## config.mk

```make
export PLATFORM = sky130hd
export DESIGN_NAME = sorted_list_merge_union_top
export DESIGN_NICKNAME = d
export VERILOG_FILES = /design/src/slmu_pkg.sv /design/src/slmu_ram.sv /design/src/slmu_out_reg.sv /design/src/slmu_core.sv /design/src/sorted_list_merge_union_top.sv
export SDC_FILE = /design/constraint.sdc
export NUM_CORES = 2
export LEC_CHECK = 0
export BUFFER_PORTS_ARGS = -buffer_cell sky130_fd_sc_hd__buf_4
export CORE_MARGIN = 2
export CORE_UTILIZATION = 24
export DETAILED_ROUTE_END_ITERATION = 8
export PLACE_DENSITY = 0.42
export SYNTH_ARGS = -nofsm -noshare
export SYNTH_HDL_FRONTEND = slang
export SYNTH_HIERARCHICAL = 1
export SYNTH_SLANG_ARGS = --single-unit
```

## constraint.sdc

```tcl
create_clock -name i_clk -period 4.8 [get_ports i_clk]
set_input_delay 1.44 -clock i_clk [delete_from_list [all_inputs] [get_ports i_clk]]
set_output_delay 1.44 -clock i_clk [all_outputs]
set_load 0.01 [all_outputs]
```

## src/slmu_pkg.sv

```systemverilog
// slmu_pkg: shared constants, types and codes of the sorted list merge block
// no dependencies
package slmu_pkg;

    localparam int STORE_DEPTH = 32;
    localparam int VALUE_WIDTH = 32;
    localparam int ADDR_W      = (STORE_DEPTH > 1) ? $clog2(STORE_DEPTH) : 1;
    localparam int CNT_W       = $clog2(STORE_DEPTH + 1);

    typedef enum logic [1:0] {
        MODE_LOAD_A = 2'd0,
        MODE_LOAD_B = 2'd1,
        MODE_RUN    = 2'd2
    } t_mode;

    typedef enum logic {
        ST_IDLE  = 1'b0,
        ST_MERGE = 1'b1
    } t_state;

    typedef struct packed {
        logic signed [VALUE_WIDTH-1:0] value;
        logic                          is_last;
        logic                          is_empty;
        logic                          overflowed;
    } t_res;

endpackage

```

## src/slmu_ram.sv

```systemverilog
// slmu_ram: generic single write port, single read port ram with registered read
// no dependencies
module slmu_ram #(
    parameter int WIDTH = 32,
    parameter int DEPTH = 32
) (
    input  logic                                         i_clk,
    input  logic                                         i_we,
    input  logic [((DEPTH > 1) ? $clog2(DEPTH) : 1)-1:0] i_waddr,
    input  logic [WIDTH-1:0]                             i_wdata,
    input  logic [((DEPTH > 1) ? $clog2(DEPTH) : 1)-1:0] i_raddr,
    output logic [WIDTH-1:0]                             o_rdata
);

    logic [WIDTH-1:0] r_mem [DEPTH];

    always_ff @(posedge i_clk) begin
        if (i_we) begin
            r_mem[i_waddr] <= i_wdata;
        end
        o_rdata <= r_mem[i_raddr];
    end

endmodule

```

## src/slmu_out_reg.sv

```systemverilog
// slmu_out_reg: output register holding one result item for the downstream side
// depends on slmu_pkg
module slmu_out_reg
    import slmu_pkg::*;
(
    input  logic                          i_clk,
    input  logic                          i_rst_n,
    input  logic                          i_load,
    input  t_res                          i_res,
    output logic                          o_slot_free,
    output logic                          o_valid,
    input  logic                          i_stall,
    output logic signed [VALUE_WIDTH-1:0] o_merged_value,
    output logic                          o_is_last,
    output logic                          o_is_empty,
    output logic                          o_overflowed
);

    logic r_valid;
    logic n_valid;
    t_res r_res;

    assign o_slot_free = !(r_valid && i_stall);

    always_comb begin
        n_valid = r_valid;
        if (o_slot_free) begin
            n_valid = i_load;
        end
    end

    always_ff @(posedge i_clk) begin
        if (!i_rst_n) begin
            r_valid <= 1'b0;
        end else begin
            r_valid <= n_valid;
        end
    end

    always_ff @(posedge i_clk) begin
        if (i_load && o_slot_free) begin
            r_res <= i_res;
        end
    end

    assign o_valid        = r_valid;
    assign o_merged_value = r_res.value;
    assign o_is_last      = r_res.is_last;
    assign o_is_empty     = r_res.is_empty;
    assign o_overflowed   = r_res.overflowed;

endmodule

```

## src/slmu_core.sv

```systemverilog
// slmu_core: load counters, store rams and the head-compare merge sequencer
// depends on slmu_pkg and slmu_ram
module slmu_core
    import slmu_pkg::*;
(
    input  logic                          i_clk,
    input  logic                          i_rst_n,
    input  logic                          i_accept,
    input  logic [1:0]                    i_mode,
    input  logic signed [VALUE_WIDTH-1:0] i_value,
    output logic                          o_busy,
    input  logic                          i_cfg_we,
    input  logic                          i_cfg_keep_duplicates,
    input  logic                          i_slot_free,
    output logic                          o_load,
    output t_res                          o_res
);

    t_state r_state, n_state;
    logic [CNT_W-1:0] r_cnt_a, n_cnt_a, r_cnt_b, n_cnt_b;
    logic [CNT_W-1:0] r_ia, n_ia, r_ib, n_ib;
    logic r_ovf, n_ovf;
    logic r_keep;
    logic r_have, n_have;
    logic signed [VALUE_WIDTH-1:0] r_pend, n_pend;
    logic we_a, we_b;
    logic [VALUE_WIDTH-1:0] q_a, q_b;
    logic signed [VALUE_WIDTH-1:0] a, b, v;
    logic have_a, have_b, take_a, take_b, emit;

    assign a      = $signed(q_a);
    assign b      = $signed(q_b);
    assign have_a = r_ia < r_cnt_a;
    assign have_b = r_ib < r_cnt_b;
    assign o_busy = r_state != ST_IDLE;

    // head selection
    always_comb begin
        take_a = 1'b0;
        take_b = 1'b0;
        if (have_a && have_b) begin
            if (r_keep) begin
                take_a = !(b < a);
                take_b = b < a;
            end else begin
                take_a = (a == b) || (a < b);
                take_b = (a == b) || !(a < b);
            end
        end else begin
            take_a = have_a;
            take_b = !have_a && have_b;
        end
        v    = take_a ? a : b;
        emit = r_keep || !r_have || (v != r_pend);
    end

    always_comb begin
        n_state = r_state;
        n_cnt_a = r_cnt_a;
        n_cnt_b = r_cnt_b;
        n_ia    = r_ia;
        n_ib    = r_ib;
        n_ovf   = r_ovf;
        n_have  = r_have;
        n_pend  = r_pend;
        we_a    = 1'b0;
        we_b    = 1'b0;
        o_load  = 1'b0;
        o_res   = '{value: r_pend, is_last: 1'b0, is_empty: 1'b0, overflowed: r_ovf};
        case (r_state)
            ST_IDLE: begin
                if (i_accept) begin
                    case (t_mode'(i_mode))
                        MODE_LOAD_A: begin
                            if (r_cnt_a < CNT_W'(STORE_DEPTH)) begin
                                we_a    = 1'b1;
                                n_cnt_a = r_cnt_a + CNT_W'(1);
                            end else begin
                                n_ovf = 1'b1;
                            end
                        end
                        MODE_LOAD_B: begin
                            if (r_cnt_b < CNT_W'(STORE_DEPTH)) begin
                                we_b    = 1'b1;
                                n_cnt_b = r_cnt_b + CNT_W'(1);
                            end else begin
                                n_ovf = 1'b1;
                            end
                        end
                        MODE_RUN: begin
                            n_state = ST_MERGE;
                        end
                        default: begin
                        end
                    endcase
                end
            end
            ST_MERGE: begin
                if (i_slot_free) begin
                    if (have_a || have_b) begin
                        if (take_a) begin
                            n_ia = r_ia + CNT_W'(1);
                        end
                        if (take_b) begin
                            n_ib = r_ib + CNT_W'(1);
                        end
                        if (emit) begin
                            o_load = r_have;
                            n_pend = v;
                            n_have = 1'b1;
                        end
                    end else begin
                        o_load  = 1'b1;
                        o_res   = '{value: r_have ? r_pend : '0, is_last: 1'b1,
                                    is_empty: !r_have, overflowed: r_ovf};
                        n_state = ST_IDLE;
                        n_cnt_a = '0;
                        n_cnt_b = '0;
                        n_ia    = '0;
                        n_ib    = '0;
                        n_ovf   = 1'b0;
                        n_have  = 1'b0;
                    end
                end
            end
            default: begin
                n_state = ST_IDLE;
            end
        endcase
    end

    always_ff @(posedge i_clk) begin
        if (!i_rst_n) begin
            r_state <= ST_IDLE;
            r_cnt_a <= '0;
            r_cnt_b <= '0;
            r_ia    <= '0;
            r_ib    <= '0;
            r_ovf   <= 1'b0;
            r_have  <= 1'b0;
            r_keep  <= 1'b0;
        end else begin
            r_state <= n_state;
            r_cnt_a <= n_cnt_a;
            r_cnt_b <= n_cnt_b;
            r_ia    <= n_ia;
            r_ib    <= n_ib;
            r_ovf   <= n_ovf;
            r_have  <= n_have;
            if (i_cfg_we) begin
                r_keep <= i_cfg_keep_duplicates;
            end
        end
    end

    always_ff @(posedge i_clk) begin
        r_pend <= n_pend;
    end

    slmu_ram #(.WIDTH(VALUE_WIDTH), .DEPTH(STORE_DEPTH)) u_ram_a (
        .i_clk   (i_clk),
        .i_we    (we_a),
        .i_waddr (r_cnt_a[ADDR_W-1:0]),
        .i_wdata (i_value),
        .i_raddr (n_ia[ADDR_W-1:0]),
        .o_rdata (q_a)
    );

    slmu_ram #(.WIDTH(VALUE_WIDTH), .DEPTH(STORE_DEPTH)) u_ram_b (
        .i_clk   (i_clk),
        .i_we    (we_b),
        .i_waddr (r_cnt_b[ADDR_W-1:0]),
        .i_wdata (i_value),
        .i_raddr (n_ib[ADDR_W-1:0]),
        .o_rdata (q_b)
    );

`ifndef NO_ASSERTIONS
    a_heads_in_range: assert property (@(posedge i_clk) disable iff (!i_rst_n)
        (r_ia <= r_cnt_a) && (r_ib <= r_cnt_b))
        else $error("merge head beyond store fill");
    a_counts_bounded: assert property (@(posedge i_clk) disable iff (!i_rst_n)
        (r_cnt_a <= CNT_W'(STORE_DEPTH)) && (r_cnt_b <= CNT_W'(STORE_DEPTH)))
        else $error("store count beyond depth");
    a_idle_clean: assert property (@(posedge i_clk) disable iff (!i_rst_n)
        (r_state == ST_IDLE) |-> (r_ia == '0) && (r_ib == '0) && !r_have)
        else $error("merge state left over in idle");
    a_load_needs_slot: assert property (@(posedge i_clk) disable iff (!i_rst_n)
        o_load |-> i_slot_free)
        else $error("result issued while output slot blocked");
    a_no_store_write_in_merge: assert property (@(posedge i_clk) disable iff (!i_rst_n)
        (r_state == ST_MERGE) |-> !we_a && !we_b)
        else $error("store written during merge");
`endif

endmodule

```

## src/sorted_list_merge_union_top.sv

```systemverilog
// sorted_list_merge_union_top: load items append to store a or b, a run item merges them.
// a load item is accepted only while no run is in progress, one load accepted per cycle.
// a run merges the store heads read through one read port of each store ram, holds while
// the output slot is blocked, and issues the last item once both stores have run out.
// reset: counts, overflow flag and keep_duplicates cleared; store contents not cleared.
// depends on slmu_pkg, slmu_core, slmu_out_reg
module sorted_list_merge_union_top
    import slmu_pkg::*;
(
    input  logic                          i_clk,
    input  logic                          i_rst_n,
    input  logic                          i_in_valid,
    output logic                          o_in_stall,
    input  logic [1:0]                    i_in_mode,
    input  logic signed [31:0]            i_in_element_value,
    input  logic                          i_cfg_valid,
    output logic                          o_cfg_ready,
    input  logic                          i_cfg_keep_duplicates,
    output logic                          o_out_valid,
    input  logic                          i_out_stall,
    output logic signed [31:0]            o_out_merged_value,
    output logic                          o_out_is_last,
    output logic                          o_out_is_empty,
    output logic                          o_out_overflowed
);

    logic busy;
    logic slot_free;
    logic res_load;
    t_res res;

    assign o_in_stall  = busy;
    assign o_cfg_ready = 1'b1;

    slmu_core u_core (
        .i_clk                 (i_clk),
        .i_rst_n               (i_rst_n),
        .i_accept              (i_in_valid && !busy),
        .i_mode                (i_in_mode),
        .i_value               (i_in_element_value),
        .o_busy                (busy),
        .i_cfg_we              (i_cfg_valid),
        .i_cfg_keep_duplicates (i_cfg_keep_duplicates),
        .i_slot_free           (slot_free),
        .o_load                (res_load),
        .o_res                 (res)
    );

    slmu_out_reg u_out (
        .i_clk          (i_clk),
        .i_rst_n        (i_rst_n),
        .i_load         (res_load),
        .i_res          (res),
        .o_slot_free    (slot_free),
        .o_valid        (o_out_valid),
        .i_stall        (i_out_stall),
        .o_merged_value (o_out_merged_value),
        .o_is_last      (o_out_is_last),
        .o_is_empty     (o_out_is_empty),
        .o_overflowed   (o_out_overflowed)
    );

endmodule
```

==> run summary <==
For this design the static power due to leakage is 33.3 nW. Entering global routing, the biggest net connects 65 pins. After synthesis, the cell types taking the most area are sky130_fd_sc_hd__edfxtp_1 73%, sky130_fd_sc_hd__mux2i_1 12%, sky130_fd_sc_hd__dfxtp_1 2.1%.

Summing every instance area after synthesis gives 0.0869 mm². The number of max-cap violations is 0. The total internal power is about 0.033 W. The first global-routing pass estimated 391000 µm of wire.

The data arrival time of the worst path is 5.40 ns. The clock net in this run drives a total of 2208 sinks. Synthesis handed over a netlist of 5134 instances. The headroom to the max-slew limit is 31.9%. The worst setup slack for register-to-register paths came out at 0.14 ns.

The signal on the critical path passes through ha_1 > nand4_1 > nor3_2 > a211oi_2 > nand2_1 > or3_1 > nand3_1 > a21oi_2 > buf_4 > nor3_2 > buf_4 > xnor2_4 > nor2_4 > buf_12 > buf_16 > buf_4 > buf_12 > buf_12 > mux2i_1 > a22o_1 > nor3_2 > a31oi_4 > nand3_2 > buf_6. The final worst clock skew came out at slightly below 0.08 ns. The portion of total power attributed to sequential cells is between 50 and 60%.

The detailed placer's ending HPWL came out at 175000 µm. Global routing used 14.9% of the available tracks. The async set-reset flop share out of synthesis came out at 0%. The die outline area is 0.367 mm².

The die width is 606 µm. The number of enable flip-flop cells after synthesis came out at 2115. The DRC violation total after the first TritonRoute iteration is about 3500. The CTS buffer count is ~250.

The die height came out at a little over 600 µm. Measured in cells, the most critical reg-to-reg path has a length of 24. The net switching power figure is ~0.0088 W. The total area inside the core boundary comes to 0.360 mm².

The switching share of power is between 20% and 30%. In this run the clock root is driven by a sky130_fd_sc_hd__clkbuf_16. The TritonCTS clock tree is built.

Setup violations remaining at the end of the flow were counted as 0. The critical path in this run is classified as reg2reg. The residual antenna-violating net count after detailed routing came out at 0.

During I/O placement, the number of pins put on the boundary was 78. The worst stage delay on the critical path came out at between 0.5 and 0.6 ns. The synthesized netlist net count is 5220. The sort of element at the start of the critical path is a flip-flop. The mean routed wirelength per cell came out at 26.2 µm. The H-tree depth reported by CTS is 4.

The via count of the first global-routing pass came out at 48635. For this design, the CTS-stage hold fixing added 0 buffers. Input and output buffers added on the ports amount to 76. The highest ir drop seen on vdd is 0.279 mV. The buffer levels on the longest clock path came out at 4. After routing, the total negative slack on setup checks comes to 0 ns. Based on the critical path, the design can be clocked at up to 214 MHz. The fraction of synthesized cell area taken by the top area cell type is approximately three quarters.

Sorting the synthesized cells by how often they occur yields 2115 x sky130_fd_sc_hd__edfxtp_1, 1029 x sky130_fd_sc_hd__mux2i_1, 251 x sky130_fd_sc_hd__nand2_1. On the critical path the largest part of the delay comes from simple AND/OR/NAND/NOR gates. The largest fanout of any net on the critical path is 7. By instance count, the leading cell after synthesis is sky130_fd_sc_hd__edfxtp_1. The utilization after layout came out at 30.0%. The time the worst path needs with I/O delays and setup came out at 4.66 ns. Of the cells placed in the final design, the portion with a size suffix greater than 1 is 20.4%. The detailed-routing iteration count for the pre-antenna-repair pass is 5. The via count normalized by instance count is 4.49.

The worst setup path is captured at a flip-flop. The flow ran to the end, and the final reports show no timing, DRC or antenna violations. Global routing finished with a remaining overflow of 0. The clock share of power is 45.4%. The number of pins exceeding their max-slew limit in the final report came out at 0. The min-delay analysis places its worst path in the category reg2reg. The number of remaining DRC errors came out at 0. In the synthesized netlist the dominant register cell turns out to be sky130_fd_sc_hd__edfxtp_1. STA puts the critical path data required time at approximately 5.5 ns. For this design, the slowest cell found on the critical path is sky130_fd_sc_hd__dfxtp_1. The total number of yosys warnings is 6. The biggest area contributor in the post-synthesis netlist is sky130_fd_sc_hd__edfxtp_1.

The routability congestion estimate from global placement is 0.831. The layout has 35406 filler cells. The number of distinct library cells after synthesis is 65. The net count of the finished layout is a little under 6000. The cell depth of the worst min-delay path came out at 0.

Setup repair after global routing could not meet its margin everywhere. The count of buffering cells on the critical path with inverters included is 8. The share of the clock period used by the worst path came out at a little over nine tenths. The sum of routed wire length over all layers is 282000 µm. The cell count along the critical path came out at 24. The initial antenna violation count is 24. The signed area change from the synthesized netlist to the final layout came out at 24.1%.

Once the floorplan was initialized, standard cells occupied 24.2% of the core. The share of the yosys chip area belonging to registers is ~75%. The synthesized area per cell came out at 16.9 µm².

The clock insertion delay at the later pin of the skew report is 0.92 ns. The number of register bits inferred by synthesis is approximately 2200. At the pin with the least slew margin, the transition time is 1.02 ns.

The number of rows in the core area is 220. The clock slew seen by the registers of the worst setup and hold paths is 0.06 ns. The hold violation count in the final report is 0.

The logic gate share of total power came out at 3.4%. The areal power density over the cells is 385 mW/mm². The detailed router placed 48347 vias in this run.
-- placed cells by master (no fill, tap or decap), types with 12 or more instances in the layout --
master,instances
sky130_fd_sc_hd__o21ai_0,36
sky130_fd_sc_hd__a31oi_2,13
sky130_fd_sc_hd__nand4_1,20
sky130_fd_sc_hd__a31oi_1,51
sky130_fd_sc_hd__nor2b_1,40
sky130_fd_sc_hd__nor2_1,39
sky130_fd_sc_hd__inv_1,55
sky130_fd_sc_hd__xor2_1,21
sky130_fd_sc_hd__nand3b_1,13
sky130_fd_sc_hd__xnor2_1,33
sky130_fd_sc_hd__a22o_1,128
sky130_fd_sc_hd__diode_2,16
sky130_fd_sc_hd__clkinv_1,30
sky130_fd_sc_hd__a22oi_1,191
sky130_fd_sc_hd__clkinv_2,46
sky130_fd_sc_hd__nor3_1,58
sky130_fd_sc_hd__nand2_1,250
sky130_fd_sc_hd__buf_12,153
sky130_fd_sc_hd__clkbuf_16,256
sky130_fd_sc_hd__dfxtp_2,20
sky130_fd_sc_hd__nand3_1,181
sky130_fd_sc_hd__edfxtp_1,2115
sky130_fd_sc_hd__ha_1,45
sky130_fd_sc_hd__buf_4,457
sky130_fd_sc_hd__bufinv_16,23
sky130_fd_sc_hd__buf_16,12
sky130_fd_sc_hd__clkbuf_8,21
sky130_fd_sc_hd__mux2i_1,1017
sky130_fd_sc_hd__nor2_4,69
sky130_fd_sc_hd__buf_6,27
sky130_fd_sc_hd__a21oi_1,214
sky130_fd_sc_hd__dfxtp_1,72
sky130_fd_sc_hd__clkbuf_1,67
sky130_fd_sc_hd__nand3_2,22
-- worst reg2reg max path: cells and delay by family (launching register included) --
kind                     cells  cell delay (ns)
adder cells (fa/ha/maj)      1             0.35
flip-flops                   1             0.59
AND/OR/NAND/NOR              9             1.25
AO/OA/AOI/OAI                4             0.86
XOR/XNOR                     1             0.13
multiplexers                 1             0.15
buffers and inverters        8             1.19
-- stage by stage --
| step | area (µm²) | hold slack [ns] | cells | power [W] | setup WS [ns] |
|---|---|---|---|---|---|
| 6_report | 108000 | 0.445 | 10765 | 0.0415 | 0.138 |
| 2_1_floorplan | 86900 | 0.477 | 5134 | 0.0222 | 0.351 |
| 4_1_cts | 107000 | 0.454 | 10693 | 0.0420 | 0.00190 |
| 5_1_grt | 108000 | 0.458 | 10751 | 0.0429 | -0.0225 |
| 3_5_place_dp | 98100 | 0.437 | 10218 | 0.0230 | -0.782 |
| 3_3_place_gp | 98100 | 0.437 | 10218 | 0.0230 | -0.860 |
-- what timing repair did --
item | in CTS | in global routing
gates cloned | 4 | 6
pin swaps | 10 | 26
setup buffers | 18 | 51
setup endpoints to repair | 77 | 53
resized for setup | 69 | 107
-- registers in the layout, indices dropped and copies added, names as in the netlist --
name,count
u_core/u_ram_b/r_mem,1024
u_core/u_ram_a/o_rdata,32
u_core/r_cnt_a,6
u_out/o_is_empty,1
u_core/r_ovf,1
u_out/o_is_last,1
u_out/o_valid,1
u_core/r_ib,6
u_out/o_merged_value,32
u_core/r_cnt_b,6
u_out/o_overflowed,1
u_core/r_ia,6
u_core/r_pend,32
u_core/o_busy,1
u_core/r_have,1
u_core/u_ram_b/o_rdata,32
u_core/u_ram_a/r_mem,1024
u_core/r_keep,1
-- path summary, 6_finish.rpt --
check                                   from                          to
setup / recovery  u_core/u_ram_a/o_rdata[23]  u_core/u_ram_b/o_rdata[14]
hold / removal                  u_core/r_ovf          u_out/o_overflowed
setup reg to reg  u_core/u_ram_a/o_rdata[23]  u_core/u_ram_b/o_rdata[14]
hold reg to reg                 u_core/r_ovf          u_out/o_overflowed
-- power by group through the flow --
stage,Sequential [W],Clock (W),Combinational [W]
floorplan,0.0216,0,0.000563
global placement,0.0217,0,0.00137
detailed placement,0.0217,0,0.00138
CTS,0.0213,0.0193,0.00141
global route,0.0213,0.0201,0.00153
finish,0.0213,0.0188,0.00142
-- metal layers --
metal	GRT usage (%)	share of wire [%]
met1	20.7	46
met2	25.1	48
met5	0	0
met4	3.27	2.0
met3	1.52	3.7
-- cells by family (layout without fill, tap and decap cells) --
group / after synthesis / in the layout / synth area share, %
muxes: 1031 / 1031 / 11.9
adders and majority gates: 46 / 46 / 0.662
xor gates and xnor gates: 56 / 56 / 0.564
and+or+nand+nor: 776 / 776 / 4.27
AOI/OAI and AO/OA: 687 / 687 / 5.32
other: 1 / 17 / 0.00431
buffers and inverters: 329 / 1171 / 2.09
DFF: 2208 / 2208 / 75.2
-- layout make-up --
| class | instances | area (µm²) | share of cell area, % |
|---|---|---|---|
| antenna | 16 | 40.0 | 0.0371 |
| timing repair buffer | 661 | 7420 | 6.88 |
| clock inverter | 116 | 1220 | 1.13 |
| sequential | 2208 | 65400 | 60.6 |
| tap | 4773 | 5970 | 5.53 |
| multi-input combinational | 2597 | 20800 | 19.3 |
| clock buffer | 338 | 6800 | 6.30 |
| inverter | 56 | 210 | 0.195 |
Power figures use the tool's default switching activity.
